[src/rtl/ics_pkg.sv]
`timescale 1ns / 1ps
// ics_pkg: field widths, action and mode codes for the internet checksum block
// no dependencies; used by the channel interfaces and the top level

package ics_pkg;

  localparam int unsigned ACTION_W = 2;
  localparam int unsigned DATA_W   = 16;
  localparam int unsigned MODE_W   = 2;
  localparam int unsigned PROTO_W  = 8;
  localparam int unsigned SUM_W    = 16;

  // action codes carried with every input word
  localparam logic [ACTION_W-1:0] ACT_BYTE = 2'd0;
  localparam logic [ACTION_W-1:0] ACT_ADDR = 2'd1;
  localparam logic [ACTION_W-1:0] ACT_END  = 2'd2;

  // checksum modes, sampled on the end word
  localparam logic [MODE_W-1:0] MODE_L3      = 2'd0;
  localparam logic [MODE_W-1:0] MODE_IPV4    = 2'd1;
  localparam logic [MODE_W-1:0] MODE_IPV6    = 2'd2;
  localparam logic [MODE_W-1:0] MODE_UNKNOWN = 2'd3;

endpackage

[src/rtl/ics_in_if.sv]
`timescale 1ns / 1ps
// ics_in_if: input channel of the checksum block (valid/ready plus fields)
// depends on ics_pkg for field widths

interface ics_in_if import ics_pkg::*; ();
  logic                valid;
  logic                ready;
  logic [ACTION_W-1:0] action;
  logic [DATA_W-1:0]   data_value;
  logic [MODE_W-1:0]   mode;
  logic [PROTO_W-1:0]  l4_protocol;

  modport source (output valid, action, data_value, mode, l4_protocol, input ready);
  modport sink (input valid, action, data_value, mode, l4_protocol, output ready);
endinterface

[src/rtl/ics_out_if.sv]
`timescale 1ns / 1ps
// ics_out_if: result channel of the checksum block (valid/ready plus checksum)
// depends on ics_pkg for the checksum width

interface ics_out_if import ics_pkg::*; ();
  logic             valid;
  logic             ready;
  logic [SUM_W-1:0] checksum;

  modport source (output valid, checksum, input ready);
  modport sink (input valid, checksum, output ready);
endinterface

[src/rtl/internet_checksum_pseudo_header.sv]
`timescale 1ns / 1ps
// internet_checksum_pseudo_header: one's-complement checksum with tcp/udp pseudo-header
// depends on ics_pkg, ics_in_if and ics_out_if
//
// an end word waits in the input register; its checksum is then held in the result register
// throughput: one word per cycle; the input register stalls only when an end
//   word finds the result register full and not being taken this cycle
// reset (rst, synchronous, active high) empties both registers and clears all sums

module internet_checksum_pseudo_header import ics_pkg::*; (
  input  logic clk,
  input  logic rst,
  ics_in_if.sink    req,
  ics_out_if.source rsp
);

  // 16-bit add with end-around carry
  function automatic logic [SUM_W-1:0] oc_add(input logic [SUM_W-1:0] a,
                                              input logic [SUM_W-1:0] b);
    logic [SUM_W:0] s;
    s = {1'b0, a} + {1'b0, b};
    return s[SUM_W-1:0] + {{(SUM_W-1){1'b0}}, s[SUM_W]};
  endfunction

  // input register
  logic                s1_valid;
  logic [ACTION_W-1:0] s1_action;
  logic [DATA_W-1:0]   s1_value;
  logic [MODE_W-1:0]   s1_mode;
  logic [PROTO_W-1:0]  s1_proto;

  // running state
  logic [SUM_W-1:0] data_sum;
  logic [SUM_W-1:0] pseudo_sum;
  logic [7:0]       held_high_byte;
  logic             odd_byte_pending;
  logic [15:0]      byte_count;

  // result register
  logic             out_valid;
  logic [SUM_W-1:0] out_sum;

  logic out_free;
  logic s1_is_end;
  logic s1_adv;

  assign out_free  = !out_valid || rsp.ready;
  assign s1_is_end = (s1_action == ACT_END);
  // a word that makes no result never waits on the output side
  assign s1_adv    = s1_valid && (!s1_is_end || out_free);
  assign req.ready = !s1_valid || s1_adv;

  assign rsp.valid    = out_valid;
  assign rsp.checksum = out_sum;

  // end-of-packet total: five terms summed wide, then folded twice;
  // the folded sum matches a chain of end-around adds, zero included
  logic [SUM_W-1:0] odd_word;
  logic [SUM_W-1:0] pseudo_term;
  logic [SUM_W-1:0] proto_term;
  logic [SUM_W-1:0] count_term;
  logic [SUM_W+2:0] wide_sum;
  logic [SUM_W:0]   fold1;
  logic [SUM_W-1:0] fold2;
  logic [SUM_W-1:0] end_result;

  always_comb begin
    odd_word    = odd_byte_pending ? {held_high_byte, 8'h00} : '0;
    pseudo_term = '0;
    proto_term  = '0;
    count_term  = '0;
    unique case (s1_mode)
      MODE_IPV4: begin
        pseudo_term = pseudo_sum;
        proto_term  = {{(SUM_W-PROTO_W){1'b0}}, s1_proto};
        count_term  = byte_count;
      end
      MODE_IPV6: begin
        pseudo_term = pseudo_sum;
        // ipv6 folds the protocol into the length with a plain 16-bit wrap
        count_term  = byte_count + {{(SUM_W-PROTO_W){1'b0}}, s1_proto};
      end
      MODE_L3, MODE_UNKNOWN: begin
        pseudo_term = '0;
      end
    endcase
    wide_sum = {3'b000, data_sum} + {3'b000, odd_word} + {3'b000, pseudo_term}
             + {3'b000, proto_term} + {3'b000, count_term};
    fold1    = {1'b0, wide_sum[SUM_W-1:0]} + {{(SUM_W-2){1'b0}}, wide_sum[SUM_W+2:SUM_W]};
    fold2    = fold1[SUM_W-1:0] + {{(SUM_W-1){1'b0}}, fold1[SUM_W]};
    end_result = (s1_mode == MODE_UNKNOWN) ? '0 : ~fold2;
  end

  // input register: payload held until the word moves on
  always_ff @(posedge clk) begin
    if (rst) begin
      s1_valid <= 1'b0;
    end else if (req.ready) begin
      s1_valid <= req.valid;
    end
    if (req.ready && req.valid) begin
      s1_action <= req.action;
      s1_value  <= req.data_value;
      s1_mode   <= req.mode;
      s1_proto  <= req.l4_protocol;
    end
  end

  // state update and result register
  always_ff @(posedge clk) begin
    if (rst) begin
      data_sum         <= '0;
      pseudo_sum       <= '0;
      held_high_byte   <= '0;
      odd_byte_pending <= 1'b0;
      byte_count       <= '0;
      out_valid        <= 1'b0;
    end else begin
      // a new checksum wins over the one being taken this cycle
      if (s1_adv && s1_is_end) begin
        out_valid <= 1'b1;
      end else if (rsp.ready) begin
        out_valid <= 1'b0;
      end
      if (s1_adv) begin
        unique case (s1_action)
          ACT_BYTE: begin
            if (odd_byte_pending) begin
              data_sum         <= oc_add(data_sum, {held_high_byte, s1_value[7:0]});
              odd_byte_pending <= 1'b0;
              held_high_byte   <= '0;
            end else begin
              held_high_byte   <= s1_value[7:0];
              odd_byte_pending <= 1'b1;
            end
            byte_count <= byte_count + 16'd1;
          end
          ACT_ADDR: begin
            pseudo_sum <= oc_add(pseudo_sum, s1_value);
          end
          ACT_END: begin
            out_sum          <= end_result;
            data_sum         <= '0;
            pseudo_sum       <= '0;
            held_high_byte   <= '0;
            odd_byte_pending <= 1'b0;
            byte_count       <= '0;
          end
          default: begin
            // unused action code: dropped without effect
          end
        endcase
      end
    end
  end

endmodule
[src/flat_wrapper.sv]
// flat-port wrapper written by rule: the top's interface ports become plain ports
module internet_checksum_pseudo_header_flat import ics_pkg::*;
  (clk, rst, req_valid, req_action, req_data_value, req_mode, req_l4_protocol, req_ready, rsp_valid, rsp_checksum, rsp_ready);
  ics_in_if req_i ();
  ics_out_if rsp_i ();
  input  logic clk;
  input  logic rst;
  input wire logic [$bits(req_i.valid)-1:0] req_valid;
  input wire logic [$bits(req_i.action)-1:0] req_action;
  input wire logic [$bits(req_i.data_value)-1:0] req_data_value;
  input wire logic [$bits(req_i.mode)-1:0] req_mode;
  input wire logic [$bits(req_i.l4_protocol)-1:0] req_l4_protocol;
  output wire logic [$bits(req_i.ready)-1:0] req_ready;
  output wire logic [$bits(rsp_i.valid)-1:0] rsp_valid;
  output wire logic [$bits(rsp_i.checksum)-1:0] rsp_checksum;
  input wire logic [$bits(rsp_i.ready)-1:0] rsp_ready;
  assign req_i.valid = req_valid;
  assign req_i.action = req_action;
  assign req_i.data_value = req_data_value;
  assign req_i.mode = req_mode;
  assign req_i.l4_protocol = req_l4_protocol;
  assign req_ready = req_i.ready;
  assign rsp_valid = rsp_i.valid;
  assign rsp_checksum = rsp_i.checksum;
  assign rsp_i.ready = rsp_ready;
  internet_checksum_pseudo_header u_core (.clk(clk), .rst(rst), .req(req_i), .rsp(rsp_i));
endmodule
[config.mk]
export PLATFORM = sky130hd
export DESIGN_NAME = internet_checksum_pseudo_header_flat
export DESIGN_NICKNAME = d
export VERILOG_FILES = /design/src/rtl/ics_pkg.sv /design/src/rtl/ics_in_if.sv /design/src/rtl/ics_out_if.sv /design/src/rtl/internet_checksum_pseudo_header.sv /design/src/flat_wrapper.sv
export SDC_FILE = /design/constraint.sdc
export NUM_CORES = 1
export LEC_CHECK = 0
export BUFFER_PORTS_ARGS = -buffer_cell sky130_fd_sc_hd__buf_2
export CAP_MARGIN = 5
export CORE_ASPECT_RATIO = 0.7
export CORE_UTILIZATION = 35
export CTS_CLUSTER_DIAMETER = 100
export DETAILED_ROUTE_END_ITERATION = 10
export HOLD_SLACK_MARGIN = 0.1
export PLACE_DENSITY = 0.63
export SYNTH_ARGS = -nofsm -noshare
export SYNTH_HDL_FRONTEND = slang
export SYNTH_SLANG_ARGS = --single-unit
[constraint.sdc]
create_clock -name clk -period 11.3 [get_ports clk]
set_input_delay 2.26 -clock clk [delete_from_list [all_inputs] [get_ports clk]]
set_output_delay 2.26 -clock clk [all_outputs]
set_load 0.005 [all_outputs]
### Yosys cells after proc, flatten, opt, wreduce, memory -nomap -nowiden

Cells that the tools add are included.

| cells by class | value |
|---|---|
| $add $sub $neg | 12 |
| equality and inequality tests | 6 |
| muxes and demuxes | 14 |
| bitwise gates (word level) | 2 |
| reductions and logical operators | 20 |

Operators with widths:

| operator | count |
|---|---|
| $pmux 16 s2 | 5 |
| $add 16x16->17 | 3 |
| $add 16x1->16 | 3 |
| $add 19x16->19 | 2 |
| $mux 16 | 2 |
| $add 19x8->19 | 1 |
| $add 16x3->17 | 1 |
| $add 16x1->16 const B | 1 |
| $add 16x8->16 | 1 |
| $mux 8 | 2 |
| $not 16->16 | 1 |
| $pmux 8 s2 | 1 |
| $eq 2x2->1 const B | 3 |
| $reduce_and 3->1 | 2 |
| $reduce_bool 2->1 | 3 |
| $eq 2x1->1 const B | 2 |
| $logic_not 2->1 | 2 |
| $reduce_and 2->1 | 2 |
| $reduce_or 2->1 | 2 |
| $logic_and 1x1->1 | 3 |
| $logic_not 1->1 | 3 |
| $logic_or 1x1->1 | 3 |
| $mux 1 | 3 |
| $ne 2x1->1 const B | 1 |
| other kinds (2) | 2 |

| storage, ports and cells | value |
|---|---|
| bits in registers | 103 |
| bits of input ports | 32 |
| output and inout bits | 18 |
| word-level logic and storage cells | 66 |

### Longest topological paths before layout

| depth | value |
|---|---|
| depth in word-level cells | 9 |
| depth in mapped cells | 44 |
| gate-level depth less buffers | 43 |

### Worst setup path before layout

OpenSTA, ideal clock, no wires.

| timing path | value |
|---|---|
| path kind | flip-flop to flip-flop |
| start | register u_core.byte_count[0] |
| end | register u_core.out_sum[15] (netlist: u_core.rsp.checksum[15]), data pin |
| library setup time | 0.266 ns |
| arrival | 7.953 ns |
| data required time | 11.034 ns |
| path slack | 3.081 ns |
| stages on the path, launching flop included | 43 |
| path buffers | 1 |
| clock period less this slack | 8.219 ns |
| cells stage by stage | dfxtp_1 -> ha_1 -> inv_1 -> fa_1 -> nor2b_1 -> o21ai_0 -> a21boi_0 -> o21ai_0 -> nand2b_1 -> xor2_1 -> a22oi_1 -> nor2_1 -> fa_1 -> inv_1 -> fa_1 -> inv_1 -> ha_1 -> clkbuf_1 -> (+7 left out) -> xnor2_1 -> inv_1 -> fa_1 -> inv_1 -> a21oi_1 -> nor2_1 -> nand3_1 -> nor3_1 -> nand2_1 -> nor4_1 -> ha_1 -> nand2b_1 -> nor2_1 -> nand3_1 -> a211oi_2 -> nand4_1 -> xnor2_1 -> nor2_1 |

| between the ends | value |
|---|---|
| cells in the longest elaborated chain, start to end | 6 |

RTL lines:

| item | RTL line | text |
|---|---|---|
| start: declaration | internet_checksum_pseudo_header.sv:37 | `logic [15:0] byte_count;` |
| start signal: assignment | internet_checksum_pseudo_header.sv:136 | `byte_count <= byte_count + 16'd1;` |
| $add 16x8->16 | internet_checksum_pseudo_header.sv:81 | `count_term = byte_count + {{(SUM_W-PROTO_W){1'b0}}, s1_proto};` |
| $pmux 16 s2 (*) | internet_checksum_pseudo_header.sv:72 | `unique case (s1_mode)` |
| $add 19x16->19 (*) | internet_checksum_pseudo_header.sv:88 | `+ {3'b000, proto_term} + {3'b000, count_term};` |
| $add 16x3->17 (*) | internet_checksum_pseudo_header.sv:89 | `fold1 = {1'b0, wide_sum[SUM_W-1:0]} + {{(SUM_W-2){1'b0}}, wide_sum[SUM_W+2:SUM_W]};` |
| $add 16x1->16 (*) | internet_checksum_pseudo_header.sv:90 | `fold2 = fold1[SUM_W-1:0] + {{(SUM_W-1){1'b0}}, fold1[SUM_W]};` |
| $not 16->16 (*) | internet_checksum_pseudo_header.sv:91 | `end_result = (s1_mode == MODE_UNKNOWN) ? '0 : ~fold2;` |
| end signal: assignment | internet_checksum_pseudo_header.sv:142 | `out_sum <= end_result;` |
| end: declaration | internet_checksum_pseudo_header.sv:41 | `logic [SUM_W-1:0] out_sum;` |

Mark *: on every way between the ends. The rest lies on a longest branch, timed or not.
A chain may end at the register's enable or synchronous reset.

### Worst setup path in the final report

Ends and elaborated chain as after synthesis.

==> flow_metrics.tcl <==
set metrics [dict create \
    worst_slew_pin_slew_ps 1160 \
    p_leak_uw 0.00424 \
    startpoint_type "register" \
    regToRegSetupSlack_ps 1840 \
    final_max_slew_viol_count 0 \
    min_period_over_period 0.838 \
    powerDensity_nw_per_um2 91.2 \
    clk_pin_slew_worst_paths_ps 70 \
    clock_path_buffers 2 \
    min_to "u_core.data_sum[15]" \
    clockRootBuffer "clkbuf_16" \
    cts_tree "yes" \
    ys_types 72 \
    syn_to_final_growth_pct 10.1 \
    setup_tns_ps 0 \
    end_kind "register" \
    synth-main-ff-cell "dfxtp_1" \
    whs_path_depth 1 \
    hold_class "register to register" \
    num-nets-final 1179 \
    r2r_cells 42 \
    drive_gt1_frac 0.0909 \
    io_pins 50 \
    maxSlewHeadroom 0.223 \
    seq_area_frac_synth 0.284 \
    synth.avg_cell_area_um2 8.87 \
    die_h_um 135 \
    synth_edf_count 44 \
    fin_crit_ps 9460 \
    grt_pass1_vias 6750 \
    start_util 0.357 \
    fin_worst_skew_ps 12.5 \
    reg2reg_from "u_core.byte_count[0]" \
    status "finished, final reports clean" \
    firstDrtPassIters 6 \
    drt-initial-drc-count 559 \
    yosysTopAreaCellShare 0.150 \
    die_w_um 192 \
    ctsHoldBuffers 0 \
    hold_violations 0 \
    vias_per_cell 5.28 \
    grt_max_degree 45 \
    hpwlAfterDp_um 17300 \
    worstPathRequired_ps 11400 \
    seq_area_um2 2500 \
    drt_wl_total_um 21700 \
    gp_congestion 0.908 \
    synth_top_area_cell "edfxtp_1" \
    async_reset_ff_frac 0 \
    antenna_found_initial 0 \
    fin_util 0.393 \
    ir_worst_vdd_mv 0.0715 \
    num-fill-cells 2490 \
    dr_total_vias 7176 \
    cp_max_fo 8 \
    cpMaxStageDelayCell "nor4_1" \
    portBuffers 49 \
    drc 0 \
    clk_latency_ps 370 \
    track_usage 0.176 \
    htreeDepth 3 \
    core_um2 24700 \
    antennaDiodeCount 0 \
    cts_setup_buffers 0 \
    grt-ovfl-total 0 \
    synth_area_um2 8820 \
    max_stage_delay_ps 570 \
    path_class "register to register" \
    ys_ff_latch 103 \
    drv_cap 0 \
    r2r-end "u_core.rsp.checksum[15]" \
    cts.sinks 103 \
    rows 48 \
    die_area_um2 25800 \
    synthCells 994 \
    ys_top_cells_by_area "edfxtp_1, dfxtp_1, ha_1" \
    rsz0062_at_grt "false" \
    grt_pass1_wl_um 35500 \
    setup_viol 0 \
    syn_nets 1144 \
    arrival_ps 9570 \
    synth_warnings 0 \
    ctsResizeCount 0 \
    numCtsBuffers 9 \
    hold_start "u_core.data_sum[15]" \
    multi_input_area_um2 5940 \
    final_antenna_net_count 0 \
    fmax_mhz 106 \
    avgRoutedWirePerCell_um 15.9 \
]
[cell usage after synthesis (25+ instances only)]
cell / number
a21oi_1: 59
nor2b_1: 27
inv_1: 68
fa_1: 29
o21ai_0: 42
edfxtp_1: 44
a21o_1: 25
ha_1: 89
dfxtp_1: 59
nand2_1: 56
xnor2_1: 53
xor2_1: 46
a22oi_1: 33
nor2_1: 112
[power breakdown]
group	total [uW]	internal [uW]	leakage, uW	switching (uW)
sequential	409	399	0.000893	9.61
combinational	128	50.1	0.00319	77.6
clock	349	197	0.000164	151
[area by class of cell]
cell class                 count  area share
clock buffer                   9      0.0232
clock inverter                 7      0.0104
tap                          325      0.0419
sequential                   103       0.258
inverter                      68      0.0263
multi-input combinational    794       0.612
timing repair buffer          53      0.0284
[state kept, by name (all words and copies together) (netlist names)]
signal / flops
u_core.byte_count: 16
u_core.data_sum: 16
u_core.held_high_byte: 8
u_core.odd_byte_pending: 1
u_core.pseudo_sum: 16
u_core.rsp.checksum: 16
u_core.rsp.valid: 1
u_core.s1_action: 2
u_core.s1_mode: 2
u_core.s1_proto: 8
u_core.s1_valid: 1
u_core.s1_value: 16
[worst max-delay path, delay by kind of cell, from the launching register on]
kind            cells  cell delay, ps
simple gates       16            2990
compound gates     13            2780
fa+ha+maj           7            2350
xor+xnor            3             470
flops               1             390
buf+inv             3             230
[metrics by stage]
stage                     hold slack [ps]  power (uW)  std cells  setup WS, ps  instance area, um^2
after floorplan                       474         510        994          3080                 8820
after global placement                504         542       1343          2340                 9380
after detailed placement              525         543       1343          1960                 9380
after CTS                             539         895       1359          1910                 9710
after global routing                  566         926       1359           829                 9710
final                                 537         885       1359          1840                 9710
[layer usage]
metal  vias up  global-route usage  routed length (um)
met2       182               0.249                8580
met4         0              0.0397                 212
li1       3607                   -                   -
met3        19              0.0359                1160
met1      3368               0.269               11700
met5         -                   0                   0
[worst max path at each step]
stage	from	end	slack, ps	cells after the start
after floorplan	u_core.byte_count[0]	u_core.rsp.checksum[15]	3080	42
after global placement	u_core.byte_count[0]	u_core.rsp.checksum[15]	2340	41
after detailed placement	u_core.byte_count[0]	u_core.rsp.checksum[15]	1960	42
after CTS	u_core.byte_count[0]	u_core.rsp.checksum[15]	1910	42
after global routing	u_core.byte_count[0]	u_core.rsp.checksum[15]	830	42
final	u_core.byte_count[0]	u_core.rsp.checksum[15]	1840	42
[cells in the final DEF (no fill, tap or decap), types with 21 or more instances in the layout]
cell type,count
dfxtp_1,59
nor2b_1,27
nor2_1,112
nand3_1,24
a21o_1,25
inv_1,68
and2_1,21
ha_1,89
xnor2_1,53
a21oi_1,59
nand2_1,56
xor2_1,46
fa_1,29
o21ai_0,42
buf_2,49
a22oi_1,33
edfxtp_1,44
[cell families after synthesis]
| kind of cell | count (synthesis) | synth area share |
|---|---|---|
| and+or+nand+nor | 337 | 0.193 |
| AOI/OAI and AO/OA | 236 | 0.180 |
| adders and majority gates | 118 | 0.192 |
| DFF | 103 | 0.284 |
| xor gates and xnor gates | 102 | 0.105 |
| buffers and inverters | 97 | 0.0448 |
| muxes | 1 | 0.00114 |
No activity file was read; power rests on OpenSTA's default activity.
